## src/rtl/wmcc_pkg.sv

```systemverilog
// Shared constants, types and codes of the windowed mean color unit.
`timescale 1ns / 1ps

package wmcc_pkg;

	parameter int MAX_DIM = 4096;
	parameter int MAX_RADIUS_DEF = 255;

	parameter int COORD_W = $clog2(MAX_DIM);
	parameter int COLOR_W = 8;
	parameter int ALPHA_W = 8;
	parameter int RADIUS_W = 8;
	parameter int STEP_W = 5;
	parameter int CFG_W = COORD_W;
	parameter int CFG_IDX_W = 2;

	parameter int SUM_W = 27;
	parameter int CNT_W = 18;
	parameter int DIV_IT_W = $clog2(SUM_W + 1);

	parameter int LUMA_W = 22;
	parameter int LUMA_WR = 2126;
	parameter int LUMA_WG = 7152;
	parameter int LUMA_WB = 722;
	parameter int HALF_LUMA = 5000 * 255;

	parameter logic [RADIUS_W-1:0] RADIUS_RST = RADIUS_W'(12);
	parameter logic [STEP_W-1:0] STEP_RST = STEP_W'(3);

	typedef enum logic [CFG_IDX_W-1:0] {
		CFG_CENTER_X = 2'd0,
		CFG_CENTER_Y = 2'd1,
		CFG_RADIUS   = 2'd2,
		CFG_STEP     = 2'd3
	} cfg_reg_t;

	typedef struct packed {
		logic                start;
		logic [DIV_IT_W-1:0] iters;
	} div_req_t;

endpackage

```

## src/rtl/wmcc_axis.sv

```systemverilog
// Window range test and grid offset for one coordinate axis.
`timescale 1ns / 1ps

module wmcc_axis import wmcc_pkg::*; #(
	parameter int RW = RADIUS_W,
	parameter int OFS_W = 9
) (
	input  logic [COORD_W-1:0] pos,
	input  logic [COORD_W-1:0] ctr,
	input  logic [RW-1:0]      rad,
	output logic               in_win,
	output logic [OFS_W-1:0]   ofs
);

	localparam int LW = ((COORD_W > RW) ? COORD_W : RW) + 1;

	logic [LW-1:0] pos_e;
	logic [LW-1:0] ctr_e;
	logic [LW-1:0] rad_e;
	logic [LW-1:0] lo;
	logic [LW-1:0] hi;
	logic [LW-1:0] diff;

	always_comb begin
		pos_e = LW'(pos);
		ctr_e = LW'(ctr);
		rad_e = LW'(rad);
		lo = (ctr_e > rad_e) ? (ctr_e - rad_e) : '0;
		hi = ctr_e + rad_e;
		in_win = (pos_e >= lo) && (pos_e <= hi);
		diff = pos_e - lo;
		ofs = diff[OFS_W-1:0];
	end

endmodule

```

## src/rtl/wmcc_div.sv

```systemverilog
// Shared restoring divider, one quotient bit per cycle.
`timescale 1ns / 1ps

module wmcc_div import wmcc_pkg::*; (
	input  logic             clk,
	input  logic             arst_n,
	input  div_req_t         req,
	input  logic [SUM_W-1:0] num,
	input  logic [CNT_W-1:0] den,
	output logic             done,
	output logic [SUM_W-1:0] quo,
	output logic [CNT_W-1:0] rem
);

	logic                busy_q;
	logic                done_q;
	logic [DIV_IT_W-1:0] cnt_q;
	logic [SUM_W-1:0]    quo_q;
	logic [CNT_W-1:0]    rem_q;
	logic [CNT_W-1:0]    den_q;
	logic [CNT_W:0]      trial;
	logic [CNT_W:0]      diff;
	logic                ge;

	always_comb begin
		trial = {rem_q, quo_q[SUM_W-1]};
		ge = trial >= {1'b0, den_q};
		diff = trial - {1'b0, den_q};
	end

	always_ff @(posedge clk or negedge arst_n) begin
		if (!arst_n) begin
			busy_q <= 1'b0;
			done_q <= 1'b0;
			cnt_q <= '0;
		end else begin
			done_q <= 1'b0;
			if (req.start) begin
				busy_q <= 1'b1;
				cnt_q <= req.iters;
			end else if (busy_q) begin
				cnt_q <= cnt_q - DIV_IT_W'(1);
				if (cnt_q == DIV_IT_W'(1)) begin
					busy_q <= 1'b0;
					done_q <= 1'b1;
				end
			end
		end
	end

	always_ff @(posedge clk) begin
		if (req.start) begin
			rem_q <= '0;
			quo_q <= num;
			den_q <= den;
		end else if (busy_q) begin
			rem_q <= ge ? diff[CNT_W-1:0] : trial[CNT_W-1:0];
			quo_q <= {quo_q[SUM_W-2:0], ge};
		end
	end

	assign done = done_q;
	assign quo = quo_q;
	assign rem = rem_q;

endmodule

```

## src/rtl/window_mean_color_contrast_pick_unit.sv

```systemverilog
// Top level: windowed mean color sampler with luma based text color pick.
// Pixel occupancy: a pixel off the window ends after S_LOAD, one off the column grid after
// the column division, one past the column test after the row division too; OFS_W =
// clog2(2*MAX_RADIUS+1), 9 by default, sets both division lengths on the shared divider.
// Last pixel adds three mean divisions and the luma pass; with no sample only the luma pass.
// The result waits in an output register; the next pixel is taken meanwhile.
// Reset (arst_n low, asynchronous) clears sums, count, center color and config defaults.
`timescale 1ns / 1ps

module window_mean_color_contrast_pick_unit import wmcc_pkg::*; #(
	parameter int MAX_RADIUS = MAX_RADIUS_DEF
) (
	input  logic                 clk,
	input  logic                 arst_n,
	input  logic                 cfg_we,
	input  logic [CFG_IDX_W-1:0] cfg_index,
	input  logic [CFG_W-1:0]     cfg_data,
	input  logic                 in_valid,
	output logic                 in_stall,
	input  logic [COLOR_W-1:0]   red,
	input  logic [COLOR_W-1:0]   green,
	input  logic [COLOR_W-1:0]   blue,
	input  logic [ALPHA_W-1:0]   alpha,
	input  logic [COORD_W-1:0]   col,
	input  logic [COORD_W-1:0]   row,
	input  logic                 last_pixel,
	output logic                 out_valid,
	input  logic                 out_stall,
	output logic [COLOR_W-1:0]   mean_red,
	output logic [COLOR_W-1:0]   mean_green,
	output logic [COLOR_W-1:0]   mean_blue,
	output logic                 text_white,
	output logic                 used_fallback
);

	localparam int RAD_W = $clog2(MAX_RADIUS + 1);
	localparam int RW = (RAD_W > RADIUS_W) ? RAD_W : RADIUS_W;
	localparam int OFS_W = $clog2(2 * MAX_RADIUS + 1);

	typedef enum logic [11:0] {
		S_IDLE = 12'b0000_0000_0001,
		S_LOAD = 12'b0000_0000_0010,
		S_COLM = 12'b0000_0000_0100,
		S_ROWM = 12'b0000_0000_1000,
		S_FIN  = 12'b0000_0001_0000,
		S_DR   = 12'b0000_0010_0000,
		S_DG   = 12'b0000_0100_0000,
		S_DB   = 12'b0000_1000_0000,
		S_LR   = 12'b0001_0000_0000,
		S_LG   = 12'b0010_0000_0000,
		S_LB   = 12'b0100_0000_0000,
		S_DONE = 12'b1000_0000_0000
	} state_t;

	state_t state_q;

	logic [COORD_W-1:0]  center_x_q;
	logic [COORD_W-1:0]  center_y_q;
	logic [RADIUS_W-1:0] radius_q;
	logic [STEP_W-1:0]   step_q;

	logic [RW-1:0]       radius_ext;
	logic [RW-1:0]       rad_sat;
	logic [STEP_W-1:0]   stp;

	logic                in_col;
	logic                in_row;
	logic [OFS_W-1:0]    ofs_col;
	logic [OFS_W-1:0]    ofs_row;
	logic                accept;

	logic [COLOR_W-1:0]  red_q;
	logic [COLOR_W-1:0]  green_q;
	logic [COLOR_W-1:0]  blue_q;
	logic                last_q;
	logic                inwin_q;
	logic [OFS_W-1:0]    ofs_col_q;
	logic [OFS_W-1:0]    ofs_row_q;

	logic [SUM_W-1:0]    sum_r_q;
	logic [SUM_W-1:0]    sum_g_q;
	logic [SUM_W-1:0]    sum_b_q;
	logic [CNT_W-1:0]    count_q;
	logic [3*COLOR_W-1:0] center_color_q;

	logic [COLOR_W-1:0]  mean_r_q;
	logic [COLOR_W-1:0]  mean_g_q;
	logic [COLOR_W-1:0]  mean_b_q;
	logic                fb_q;
	logic [LUMA_W-1:0]   luma_q;

	logic                out_valid_q;
	logic [COLOR_W-1:0]  out_r_q;
	logic [COLOR_W-1:0]  out_g_q;
	logic [COLOR_W-1:0]  out_b_q;
	logic                out_white_q;
	logic                out_fb_q;
	logic                out_free;

	div_req_t            div_req;
	logic [SUM_W-1:0]    div_num;
	logic [CNT_W-1:0]    div_den;
	logic                div_done;
	logic [SUM_W-1:0]    div_quo;
	logic [CNT_W-1:0]    div_rem;

	always_comb begin
		radius_ext = RW'(radius_q);
		rad_sat = (radius_ext > RW'(MAX_RADIUS)) ? RW'(MAX_RADIUS) : radius_ext;
		stp = (step_q == '0) ? STEP_W'(1) : step_q;
	end

	wmcc_axis #(.RW(RW), .OFS_W(OFS_W)) u_axis_col (
		.pos(col), .ctr(center_x_q), .rad(rad_sat), .in_win(in_col), .ofs(ofs_col)
	);

	wmcc_axis #(.RW(RW), .OFS_W(OFS_W)) u_axis_row (
		.pos(row), .ctr(center_y_q), .rad(rad_sat), .in_win(in_row), .ofs(ofs_row)
	);

	assign in_stall = (state_q != S_IDLE);
	assign accept = in_valid && !in_stall;
	assign out_free = !out_valid_q || !out_stall;

	always_comb begin
		div_req.start = 1'b0;
		div_req.iters = DIV_IT_W'(SUM_W);
		div_num = sum_r_q;
		div_den = count_q;
		case (state_q)
			S_LOAD: begin
				div_req.start = inwin_q;
				div_req.iters = DIV_IT_W'(OFS_W);
				div_num = SUM_W'(ofs_col_q) << (SUM_W - OFS_W);
				div_den = CNT_W'(stp);
			end
			S_COLM: begin
				div_req.start = div_done && (div_rem == '0);
				div_req.iters = DIV_IT_W'(OFS_W);
				div_num = SUM_W'(ofs_row_q) << (SUM_W - OFS_W);
				div_den = CNT_W'(stp);
			end
			S_FIN: begin
				div_req.start = (count_q != '0);
				div_num = sum_r_q;
			end
			S_DR: begin
				div_req.start = div_done;
				div_num = sum_g_q;
			end
			S_DG: begin
				div_req.start = div_done;
				div_num = sum_b_q;
			end
			default: begin
				div_req.start = 1'b0;
			end
		endcase
	end

	wmcc_div u_div (
		.clk(clk), .arst_n(arst_n), .req(div_req), .num(div_num), .den(div_den),
		.done(div_done), .quo(div_quo), .rem(div_rem)
	);

	always_ff @(posedge clk or negedge arst_n) begin
		if (!arst_n) begin
			center_x_q <= '0;
			center_y_q <= '0;
			radius_q <= RADIUS_RST;
			step_q <= STEP_RST;
		end else if (cfg_we) begin
			case (cfg_reg_t'(cfg_index))
				CFG_CENTER_X: center_x_q <= cfg_data[COORD_W-1:0];
				CFG_CENTER_Y: center_y_q <= cfg_data[COORD_W-1:0];
				CFG_RADIUS:   radius_q <= cfg_data[RADIUS_W-1:0];
				CFG_STEP:     step_q <= cfg_data[STEP_W-1:0];
				default:      radius_q <= radius_q;
			endcase
		end
	end

	always_ff @(posedge clk) begin
		if (accept) begin
			red_q <= red;
			green_q <= green;
			blue_q <= blue;
			last_q <= last_pixel;
			ofs_col_q <= ofs_col;
			ofs_row_q <= ofs_row;
			inwin_q <= (alpha != '0) && (count_q != '1) && in_col && in_row;
		end
	end

	always_ff @(posedge clk or negedge arst_n) begin
		if (!arst_n) begin
			state_q <= S_IDLE;
			sum_r_q <= '0;
			sum_g_q <= '0;
			sum_b_q <= '0;
			count_q <= '0;
			center_color_q <= '0;
			out_valid_q <= 1'b0;
		end else begin
			if (out_valid_q && !out_stall) begin
				out_valid_q <= 1'b0;
			end
			if (accept && (col == center_x_q) && (row == center_y_q)) begin
				center_color_q <= {red, green, blue};
			end
			case (state_q)
				S_IDLE: begin
					if (accept) state_q <= S_LOAD;
				end
				S_LOAD: begin
					if (inwin_q) state_q <= S_COLM;
					else state_q <= last_q ? S_FIN : S_IDLE;
				end
				S_COLM: begin
					if (div_done) begin
						if (div_rem == '0) state_q <= S_ROWM;
						else state_q <= last_q ? S_FIN : S_IDLE;
					end
				end
				S_ROWM: begin
					if (div_done) begin
						if (div_rem == '0) begin
							sum_r_q <= sum_r_q + SUM_W'(red_q);
							sum_g_q <= sum_g_q + SUM_W'(green_q);
							sum_b_q <= sum_b_q + SUM_W'(blue_q);
							count_q <= count_q + CNT_W'(1);
						end
						state_q <= last_q ? S_FIN : S_IDLE;
					end
				end
				S_FIN: begin
					state_q <= (count_q != '0) ? S_DR : S_LR;
				end
				S_DR: begin
					if (div_done) state_q <= S_DG;
				end
				S_DG: begin
					if (div_done) state_q <= S_DB;
				end
				S_DB: begin
					if (div_done) state_q <= S_LR;
				end
				S_LR: state_q <= S_LG;
				S_LG: state_q <= S_LB;
				S_LB: state_q <= S_DONE;
				S_DONE: begin
					if (out_free) begin
						out_valid_q <= 1'b1;
						sum_r_q <= '0;
						sum_g_q <= '0;
						sum_b_q <= '0;
						count_q <= '0;
						state_q <= S_IDLE;
					end
				end
				default: state_q <= S_IDLE;
			endcase
		end
	end

	always_ff @(posedge clk) begin
		case (state_q)
			S_FIN: begin
				fb_q <= (count_q == '0);
				mean_r_q <= center_color_q[3*COLOR_W-1:2*COLOR_W];
				mean_g_q <= center_color_q[2*COLOR_W-1:COLOR_W];
				mean_b_q <= center_color_q[COLOR_W-1:0];
			end
			S_DR: if (div_done) mean_r_q <= div_quo[COLOR_W-1:0];
			S_DG: if (div_done) mean_g_q <= div_quo[COLOR_W-1:0];
			S_DB: if (div_done) mean_b_q <= div_quo[COLOR_W-1:0];
			S_LR: luma_q <= LUMA_W'(LUMA_WR) * LUMA_W'(mean_r_q);
			S_LG: luma_q <= luma_q + LUMA_W'(LUMA_WG) * LUMA_W'(mean_g_q);
			S_LB: luma_q <= luma_q + LUMA_W'(LUMA_WB) * LUMA_W'(mean_b_q);
			S_DONE: begin
				if (out_free) begin
					out_r_q <= mean_r_q;
					out_g_q <= mean_g_q;
					out_b_q <= mean_b_q;
					out_fb_q <= fb_q;
					out_white_q <= (luma_q < LUMA_W'(HALF_LUMA));
				end
			end
			default: luma_q <= luma_q;
		endcase
	end

	assign out_valid = out_valid_q;
	assign mean_red = out_r_q;
	assign mean_green = out_g_q;
	assign mean_blue = out_b_q;
	assign text_white = out_white_q;
	assign used_fallback = out_fb_q;

endmodule

```

## config.mk

```make
export PLATFORM = sky130hd
export DESIGN_NAME = window_mean_color_contrast_pick_unit
export DESIGN_NICKNAME = d
export VERILOG_FILES = /design/src/rtl/wmcc_pkg.sv /design/src/rtl/wmcc_axis.sv /design/src/rtl/wmcc_div.sv /design/src/rtl/window_mean_color_contrast_pick_unit.sv
export SDC_FILE = /design/constraint.sdc
export NUM_CORES = 1
export LEC_CHECK = 0
export ABC_AREA = 1
export ABC_CLOCK_PERIOD_IN_PS = 5900
export BUFFER_PORTS_ARGS = -buffer_cell sky130_fd_sc_hd__clkbuf_2
export CAP_MARGIN = 10
export CORE_MARGIN = 1
export CORE_UTILIZATION = 45
export DETAILED_ROUTE_END_ITERATION = 8
export PLACE_DENSITY = 0.58
export SYNTH_ARGS = -nofsm -noshare
export SYNTH_HDL_FRONTEND = slang
export SYNTH_HIERARCHICAL = 1
export SYNTH_SLANG_ARGS = --single-unit
```

## constraint.sdc

```tcl
create_clock -name clk -period 5.9 [get_ports clk]
set_clock_uncertainty 0.15 [all_clocks]
set_input_delay 1.475 -clock clk [delete_from_list [all_inputs] [get_ports clk]]
set_output_delay 1.475 -clock clk [all_outputs]
set_load 0.01 [all_outputs]
```

==> impl_results.md, run 1 <==
* Outcome: complete, no violations
* Routed length per instance at 16.5 µm
* RSZ-0062 raised after global routing: false
* Synth warn at 6
* FP Rows at 95
* Final #Nets at 4800
* Avg Vias per Cell at 5.16
* Fin area at 33800 µm²
* Number of max-cap violations at 0
* FILL cells at 6847
* PwrDens at 334 nW/µm²
* Die area at 69600 µm²
* Worst-skew pair later-pin latency at 0.59 ns
* WL final at 87.3 mm
* Synth Instances at 4285
* Core region area at 67500 µm²
* Die W at 264 µm
* Top cells by area, synth: nand2_1, edfxtp_1, dfrtp_1
* CP Class: register to register
* Final ANT Viol Nets at 0
* Share of layout cells above drive strength 1 at 0.0752
* P_leak at 0.0172 µW
* Number of global-route vias before repair at 25808
* # IOs at 104
* Initial DRT Pass Iterations at 5
* Most used DFF post-synth: dfrtp_1
* Fmax at 0.181 GHz
* RePlAce Congestion at 0.951
* Number of port buffers at 103
* #FFs+latches synth at 359
* Starting DRT DRC Count at 1633
* P&R area growth vs syn at 9.50%
* Remaining global-route overflow at 0
* Post-DP Area at 32100 µm²
* Syn_area_per_cell at 7.19 µm²
* Critical Path AT at 5.71 ns
* EDFF count, synth at 161
* # hold bufs at CTS at 0
* Post-synth top area share at 0.160
* Largest net degree at the start of global routing at 99
* Via count at 27295
* Post-synth cell types at 70
* Commonest non-fill, non-tap cell in the layout: nand2_1
* Max Slew Vio Count at 0
* Startpoint types: register
* Crit path max-delay cell type: fa_1
* Critical path required time at 6.09 ns
* DP Wirelength at 69.2 mm
* Slowest stage delay, CP at 0.54 ns
* Setup crit end kind: register
* Register area share after synthesis at 0.315
* H-tree depth at 2
* Die Y at 264 µm
* TNS Setup at 0 ns
* Post-synthesis async set-or-reset flop share at 0.501
* Post-synthesis instance area at 30800 µm²
* Global-route wire length before repair at 140 mm
* Rel. slew slack at 0.201
* Initial core utilization at 0.457
* Hold Crit Class: register to register
* Crit Path Max Fanout at 4
* Clock sinks at 359
* CTS root buffer: clkbuf_16
* Initial antenna violation count at 1
* Fin crit period at 5.52 ns
* Gr usage total at 0.252
* Most frequent cells in the layout: nand2_1, inv_1, nand3_1, nor2_1, ha_1
* DRC at 0
* Fin crit share at 0.936
* CTS tree: yes
* Longest Clk Path Bufs at 3
* Worst vdd ir at 0.255 mV
* Leading area contributor after synthesis: nand2_1
* Final Hold Viols at 0
* Setup violators final at 0
* TritonCTS Buffers at 46
* Least-Margin Pin Slew at 1.20 ns
* Clk slew on worst S/H paths at 0.06 ns
-- cell type report --
| type | instances | area [µm²] | area share |
|---|---|---|---|
| Antenna cell | 1 | 2.50 | 0.0000741 |
| Tap cell | 873 | 1090 | 0.0324 |
| Timing Repair Buffer | 124 | 694 | 0.0206 |
| Inverter | 660 | 2480 | 0.0736 |
| Multi-Input combinational cell | 3186 | 18200 | 0.539 |
| Clock inverter | 26 | 262 | 0.00775 |
| Clock buffer | 60 | 1310 | 0.0387 |
| Sequential cell | 359 | 9710 | 0.287 |
-- metrics by stage --
step	hold slack [ns]	power (µW)	util	setup WS [ns]	std cells
finish	0.272	11300	0.500	0.379	5289
global route	0.289	12200	0.500	0.00467	5289
CTS	0.275	11300	0.499	0.223	5283
detailed placement	0.261	8410	0.476	0.209	5197
global placement	0.265	8380	0.476	0.318	5197
floorplan	0.250	7190	-	0.636	4286
-- critical path, delay by kind of cell, from the launching register on --
kind | cells | cell delay (ns)
compound gates | 1 | 0.17
flops | 1 | 0.44
buf+inv | 6 | 0.43
fa+ha+maj | 6 | 2.73
simple gates | 13 | 1.34
-- synthesized netlist by cell type, types with 35 or more instances --
library cell,n
dfrtp_1,175
clkbuf_1,35
o21ai_0,176
xnor2_1,59
nand3_1,418
xor2_1,64
nor3_1,46
a21oi_1,116
nand2_1,1311
o21ai_1,49
ha_1,286
inv_1,638
nand4_1,63
nand3b_1,42
edfxtp_1,161
fa_1,61
nor2_1,296
-- where the power goes --
group          total (µW)  leakage [µW]  switching, µW  internal [µW]
Sequential           3360       0.00401            238           3130
Combinational        5030        0.0124           3250           1780
Clock                2890      0.000756           1180           1710
-- cell families (layout without fill, tap and decap cells) --
logic type | count (synthesis) | after routing | share of synthesized area
xor gates and xnor gates | 123 | 123 | 0.0349
buffers and inverters | 741 | 870 | 0.0957
other | 2 | 4 | 0.000244
AOI/OAI and AO/OA | 435 | 435 | 0.0794
adders and majority gates | 347 | 347 | 0.156
and+or+nand+nor | 2278 | 2278 | 0.319
DFF | 359 | 359 | 0.315
-- sequential cells by signal (all words and copies together) (netlist names), 9 cells and up --
name	flops
center_color_q	24
u_div/quo	27
center_y_q	12
sum_r_q	27
luma_q	21
u_div/den_q	18
count_q	18
state_q	12
center_x_q	12
ofs_col_q	9
ofs_row_q	9
sum_b_q	27
sum_g_q	27
u_div/rem	18
-- layer usage --
layer,wire length [µm],global-route usage
met1,42200,0.360
met4,1620,0.0572
met3,3770,0.0249
met2,39700,0.410
met5,0,0
-- path summary, 6_finish.rpt --
check,cells past startpoint,endpoint,slack [ns],from
setup / recovery,26,luma_q[21]$_DFFE_PP_,0.38,mean_g_q[5]$_DFFE_PP_
hold / removal,0,used_fallback$_DFFE_PP_,0.27,fb_q$_DFFE_PP_
setup reg to reg,26,luma_q[21]$_DFFE_PP_,0.38,mean_g_q[5]$_DFFE_PP_
hold reg to reg,0,used_fallback$_DFFE_PP_,0.27,fb_q$_DFFE_PP_
max in group asynchronous,2,count_q[1]$_DFFE_PN0P_,3.75,arst_n
min in group asynchronous,1,sum_g_q[11]$_DFFE_PN0P_,0.82,arst_n
-- what timing repair did --
| item | in CTS | in global routing |
|---|---|---|
| buffers inserted | 0 | 5 |
| endpoints found under the setup margin | 0 | 5 |
| resized for setup | 0 | 5 |
No activity file was read; power rests on OpenSTA's default activity.
==> inputs of run 2 (changes only) <==
--- a/config.mk
+++ b/config.mk
@@ -6,7 +6,7 @@
 export NUM_CORES = 1
 export LEC_CHECK = 0
 export ABC_AREA = 1
-export ABC_CLOCK_PERIOD_IN_PS = 5900
+export ABC_CLOCK_PERIOD_IN_PS = 7000
 export BUFFER_PORTS_ARGS = -buffer_cell sky130_fd_sc_hd__clkbuf_2
 export CAP_MARGIN = 10
 export CORE_MARGIN = 1
==> constraint.sdc (replaced) <==
create_clock -name clk -period 7 [get_ports clk]
set_clock_uncertainty 0.15 [all_clocks]
set_input_delay 1.75 -clock clk [delete_from_list [all_inputs] [get_ports clk]]
set_output_delay 1.75 -clock clk [all_outputs]
set_load 0.01 [all_outputs]
==> impl_results.md, run 2 (synthesis results as in run 1) <==
* Worst vdd ir at 0.158 mV
* Via count at 27267
* Number of global-route vias before repair at 25602
* R2R cell count at 27
* Avg Vias per Cell at 5.16
* Core region area at 67500 µm²
* Hold Crit Class: register to register
* Clk pwr share at 0.261
* Commonest non-fill, non-tap cell in the layout: nand2_1
* WL final at 87.4 mm
* CTS resizes at 0
* Critical Path AT at 5.96 ns
* CTS tree: yes
* P_leak at 0.0172 µW
* # hold bufs at CTS at 0
* RePlAce Congestion at 0.928
* P&R area growth vs syn at 9.42%
* Power share of the combinational group at 0.442
* Fin crit share at 0.825
* Hold WS at 0.285 ns
* Final ANT Viol Nets at 0
* Sw Pwr at 3960 µW
* PwrDens at 284 nW/µm²
* Clk slew on worst S/H paths at 0.06 ns
* H-tree depth at 2
* Starting DRT DRC Count at 1899
* Reg2Reg Setup Slack at 1.22 ns
* Reg-to-Reg Start: mean_g_q[5]$_DFFE_PP_
* Pint at 5630 µW
* Hold Path Stages at 0
* Share of layout cells above drive strength 1 at 0.0735
* CTS root buffer: clkbuf_16
* Die W at 264 µm
* Switching Share at 0.413
* R2R Path End: luma_q[18]$_DFFE_PP_
* Outcome: complete, no violations
* CP Class: register to register
* Most frequent cells in the layout: nand2_1, inv_1, nand3_1, nor2_1, ha_1
* RSZ-0062 raised after global routing: false
* Least-Margin Pin Slew at 1.07 ns
* WHS Endpoint: used_fallback$_DFFE_PP_
* Remaining global-route overflow at 0
* Die Y at 264 µm
* Setup violators final at 0
* Worst-skew pair later-pin latency at 0.61 ns
* Final core utilization at 0.500
* Global-route wire length before repair at 140 mm
* DP Wirelength at 68.6 mm
* FP Rows at 95
* TritonCTS Buffers at 46
* Gr usage total at 0.251
* Overall power at 9590 µW
* # IOs at 104
* Clock sinks at 359
* Fin crit period at 5.78 ns
* Setup repair bufs after CTS at 0
* TNS Setup at 0 ns
* Critical path required time at 7.18 ns
* Startpoint types: register
* Seq pwr share at 0.296
* Largest net degree at the start of global routing at 147
* Die area at 69600 µm²
* DRC at 0
* Crit Path Max Fanout at 6
* Routed length per instance at 16.5 µm
* Number of port buffers at 103
* Setup crit end kind: register
* Max Slew Vio Count at 0
* Rel. slew slack at 0.285
* Number of max-cap violations at 0
* Initial DRT Pass Iterations at 5
* Initial core utilization at 0.457
* Fmax at 0.173 GHz
* Longest Clk Path Bufs at 3
* Hold path start: fb_q$_DFFE_PP_
* Final #Nets at 4796
* Initial antenna violation count at 2
* Final Hold Viols at 0
## run 2: changes by cell type in the layout (fill, tap and decap cells not counted), sizes merged
cell | before | now
clkbuf | 163 | 157
bufinv | 3 | 6
buf | 21 | 17
inv | 661 | 660
clkinv | 16 | 19
clkinvlp | 6 | 7
## run 2: final cells by class
class | count | area (µm²)
antenna | 1 | 2.50
clock buffer | 54 | 1230
clock inverter | 32 | 358
fill | 6885 | 33800
inverter | 660 | 2480
multi-input combinational | 3186 | 18200
sequential | 359 | 9710
tap | 873 | 1090
timing repair buffer | 120 | 664
## run 2: metrics by stage
stage                     instances  setup slack (ns)  area [µm²]
final                          5285              1.22       33700
after global routing           5285             0.804       33700
after CTS                      5284              1.22       33700
after detailed placement       5198              1.24       32100
after global placement         5198              1.28       32100
after floorplan                4286              1.74       30800
## run 2: power by group through the flow
stage / logic, µW / clock network, µW / registers [µW]
global placement: 4190 / 0 / 2880
global route: 4850 / 2640 / 2880
floorplan: 3260 / 0 / 2810
finish: 4240 / 2510 / 2840
detailed placement: 4210 / 0 / 2880
CTS: 4240 / 2560 / 2840
## run 2: how the worst max path moves through the flow
| stage | from | end | cells past startpoint |
|---|---|---|---|
| global placement | mean_g_q[5]$_DFFE_PP_ | luma_q[18]$_DFFE_PP_ | 27 |
| detailed placement | mean_g_q[5]$_DFFE_PP_ | luma_q[18]$_DFFE_PP_ | 27 |
| finish | mean_g_q[5]$_DFFE_PP_ | luma_q[18]$_DFFE_PP_ | 27 |
| CTS | mean_g_q[5]$_DFFE_PP_ | luma_q[18]$_DFFE_PP_ | 27 |
| global route | mean_g_q[5]$_DFFE_PP_ | luma_q[18]$_DFFE_PP_ | 27 |
| floorplan | mean_g_q[5]$_DFFE_PP_ | luma_q[18]$_DFFE_PP_ | 27 |
## run 2: routing by layer
layer  vias up  global-route usage  wire length (µm)
li1      14054                   -                 -
met1     12529               0.359             42700
met2       571               0.405             38900
met3       111              0.0240              3610
met4         2              0.0684              2150
met5         -                   0                13
## run 2: critical path, stage by stage, from the launching register on
cell and delay (ns):
edfxtp_1 0.48, fa_1 0.71, inv_1 0.10, fa_1 0.54, inv_1 0.05, fa_1 0.53, inv_1 0.05, fa_1 0.49
inv_1 0.04, ha_1 0.36, nand2_1 0.10, inv_1 0.06, nand2_1 0.05, nand2_1 0.11, nand3_1 0.10, o21ai_0 0.22
xor2_1 0.22, ha_1 0.33, nand2_1 0.17, inv_1 0.05, nand2_1 0.06, nand2_1 0.04, a21oi_1 0.17, nand3_1 0.09
nand3_1 0.09, nand2_1 0.07, inv_1 0.06, nand2_1 0.04
==> inputs of run 3 (changes only) <==
--- a/config.mk
+++ b/config.mk
@@ -6,13 +6,13 @@
 export NUM_CORES = 1
 export LEC_CHECK = 0
 export ABC_AREA = 1
-export ABC_CLOCK_PERIOD_IN_PS = 7000
+export ABC_CLOCK_PERIOD_IN_PS = 5200
 export BUFFER_PORTS_ARGS = -buffer_cell sky130_fd_sc_hd__clkbuf_2
 export CAP_MARGIN = 10
 export CORE_MARGIN = 1
 export CORE_UTILIZATION = 45
 export DETAILED_ROUTE_END_ITERATION = 8
-export PLACE_DENSITY = 0.58
+export PLACE_DENSITY = 0.6
 export SYNTH_ARGS = -nofsm -noshare
 export SYNTH_HDL_FRONTEND = slang
 export SYNTH_HIERARCHICAL = 1
==> constraint.sdc (replaced) <==
create_clock -name clk -period 5.2 [get_ports clk]
set_clock_uncertainty 0.15 [all_clocks]
set_input_delay 1.3 -clock clk [delete_from_list [all_inputs] [get_ports clk]]
set_output_delay 1.3 -clock clk [all_outputs]
set_load 0.01 [all_outputs]
==> impl_results.md, run 3 (synthesis results as in run 1) <==
* Outcome: complete, no violations
* TritonCTS Buffers at 47
* # hold bufs at CTS at 0
* Fin crit period at 5.08 ns
* Longest Clk Path Bufs at 3
* Number of max-cap violations at 0
* Die area at 69600 µm²
* Worst-skew pair later-pin latency at 0.61 ns
* Post-DP Area at 32600 µm²
* Critical path required time at 5.40 ns
* Startpoint types: register
* Ant diodes at 0
* P_leak at 0.0176 µW
* FP Rows at 95
* Final Hold Viols at 0
* Final ANT Viol Nets at 0
* Clk slew on worst S/H paths at 0.06 ns
* Remaining global-route overflow at 0
* Avg Vias per Cell at 5.19
* Die Y at 264 µm
* Via count at 27815
* H-tree depth at 2
* Setup Slack @ Placement at -0.239 ns
* Initial DRT Pass Iterations at 5
* Crit Path Max Fanout at 4
* # placed instances at 5257
* Die W at 264 µm
* CTS root buffer: clkbuf_16
* Number of global-route vias before repair at 26027
* Worst vdd ir at 0.270 mV
* DRC at 0
* Critical Path AT at 5.28 ns
* Fin worst setup slack at 0.121 ns
* Hold WS at 0.267 ns
* Max Slew Vio Count at 0
* Clock sinks at 359
* Core region area at 67500 µm²
* Fin crit share at 0.977
* Setup violators final at 0
* Hold Crit Class: register to register
* Least-Margin Pin Slew at 1.01 ns
* Rel. slew slack at 0.321
* WL final at 88.7 mm
* Number of port buffers at 103
* Gr usage total at 0.253
* Fmax at 0.197 GHz
* DP Wirelength at 70.0 mm
* Initial antenna violation count at 0
* Fin area at 34800 µm²
* CTS tree: yes
* Initial core utilization at 0.457
* Final std cells w/o fill at 5362
* Share of layout cells above drive strength 1 at 0.112
* RePlAce Congestion at 0.951
* RSZ-0062 raised after global routing: true
* Commonest non-fill, non-tap cell in the layout: nand2_1
* # IOs at 104
* P&R area growth vs syn at 12.9%
* Most frequent cells in the layout: nand2_1, inv_1, nand3_1, nor2_1, ha_1
* Setup crit end kind: register
* PwrDens at 382 nW/µm²
* Global-route wire length before repair at 141 mm
* TNS Setup at 0 ns
* Final #Nets at 4873
* Largest net degree at the start of global routing at 94
* Routed length per instance at 16.5 µm
* CP Class: register to register
* Starting DRT DRC Count at 1657
## run 3: worst max-delay path, stage by stage (launching register included)
cell and delay, ns:
edfxtp_1 0.42, fa_2 0.61, inv_2 0.04, fa_1 0.53, inv_1 0.05, fa_1 0.49, inv_2 0.04, fa_1 0.51
inv_2 0.05, ha_4 0.16, a21oi_2 0.14, o21a_1 0.16, nand2_2 0.09, a21oi_2 0.16, xor2_1 0.18, ha_1 0.31
nand2_2 0.14, buf_4 0.13, nor2_2 0.04, a21oi_2 0.16, nand3_1 0.12, nand3_2 0.09, nand3_2 0.08
## run 3: worst paths after layout
check | startpoint | end | slack, ns | cells after the start
hold / removal | fb_q$_DFFE_PP_ | used_fallback$_DFFE_PP_ | 0.27 | 0
min in group asynchronous | arst_n | step_q[4]$_DFFE_PN0P_ | 0.62 | 1
hold reg to reg | fb_q$_DFFE_PP_ | used_fallback$_DFFE_PP_ | 0.27 | 0
setup reg to reg | mean_g_q[4]$_DFFE_PP_ | luma_q[19]$_DFFE_PP_ | 0.12 | 22
setup / recovery | mean_g_q[4]$_DFFE_PP_ | luma_q[19]$_DFFE_PP_ | 0.12 | 22
max in group asynchronous | arst_n | radius_ext[2]$_DFFE_PN1P_ | 3.27 | 2
## run 3: report_power, final
part | total [µW] | switching [µW] | internal (µW)
Combinational | 6070 | 3810 | 2260
Sequential | 3830 | 278 | 3550
Clock | 3380 | 1390 | 1990
Total | 13300 | 5480 | 7800
## run 3: layer usage
layer / track usage / share of wire
met5: 0 / 0
met4: 0.0629 / 0.021
met3: 0.0230 / 0.046
met2: 0.420 / 0.46
met1: 0.355 / 0.47
## run 3: repair_timing
item | 4_1_cts | 5_1_grt
buffers inserted | 4 | 12
pin swaps | 24 | 67
endpoints found under the setup margin | 8 | 9
gates resized for setup | 23 | 96
## run 3: through the flow
stage | util | power (µW)
3_5_place_dp | 0.483 | 9650
2_1_floorplan | - | 8160
6_report | 0.515 | 13300
3_3_place_gp | 0.483 | 9600
4_1_cts | 0.509 | 13100
5_1_grt | 0.515 | 14300
## run 3: final cells by class
cell class,instances,area (µm²)
clock buffer,57,1250
clock inverter,31,354
fill,6763,32700
inverter,660,2480
multi-input combinational,3186,18600
sequential,359,9710
tap,873,1090
timing repair buffer,196,1270
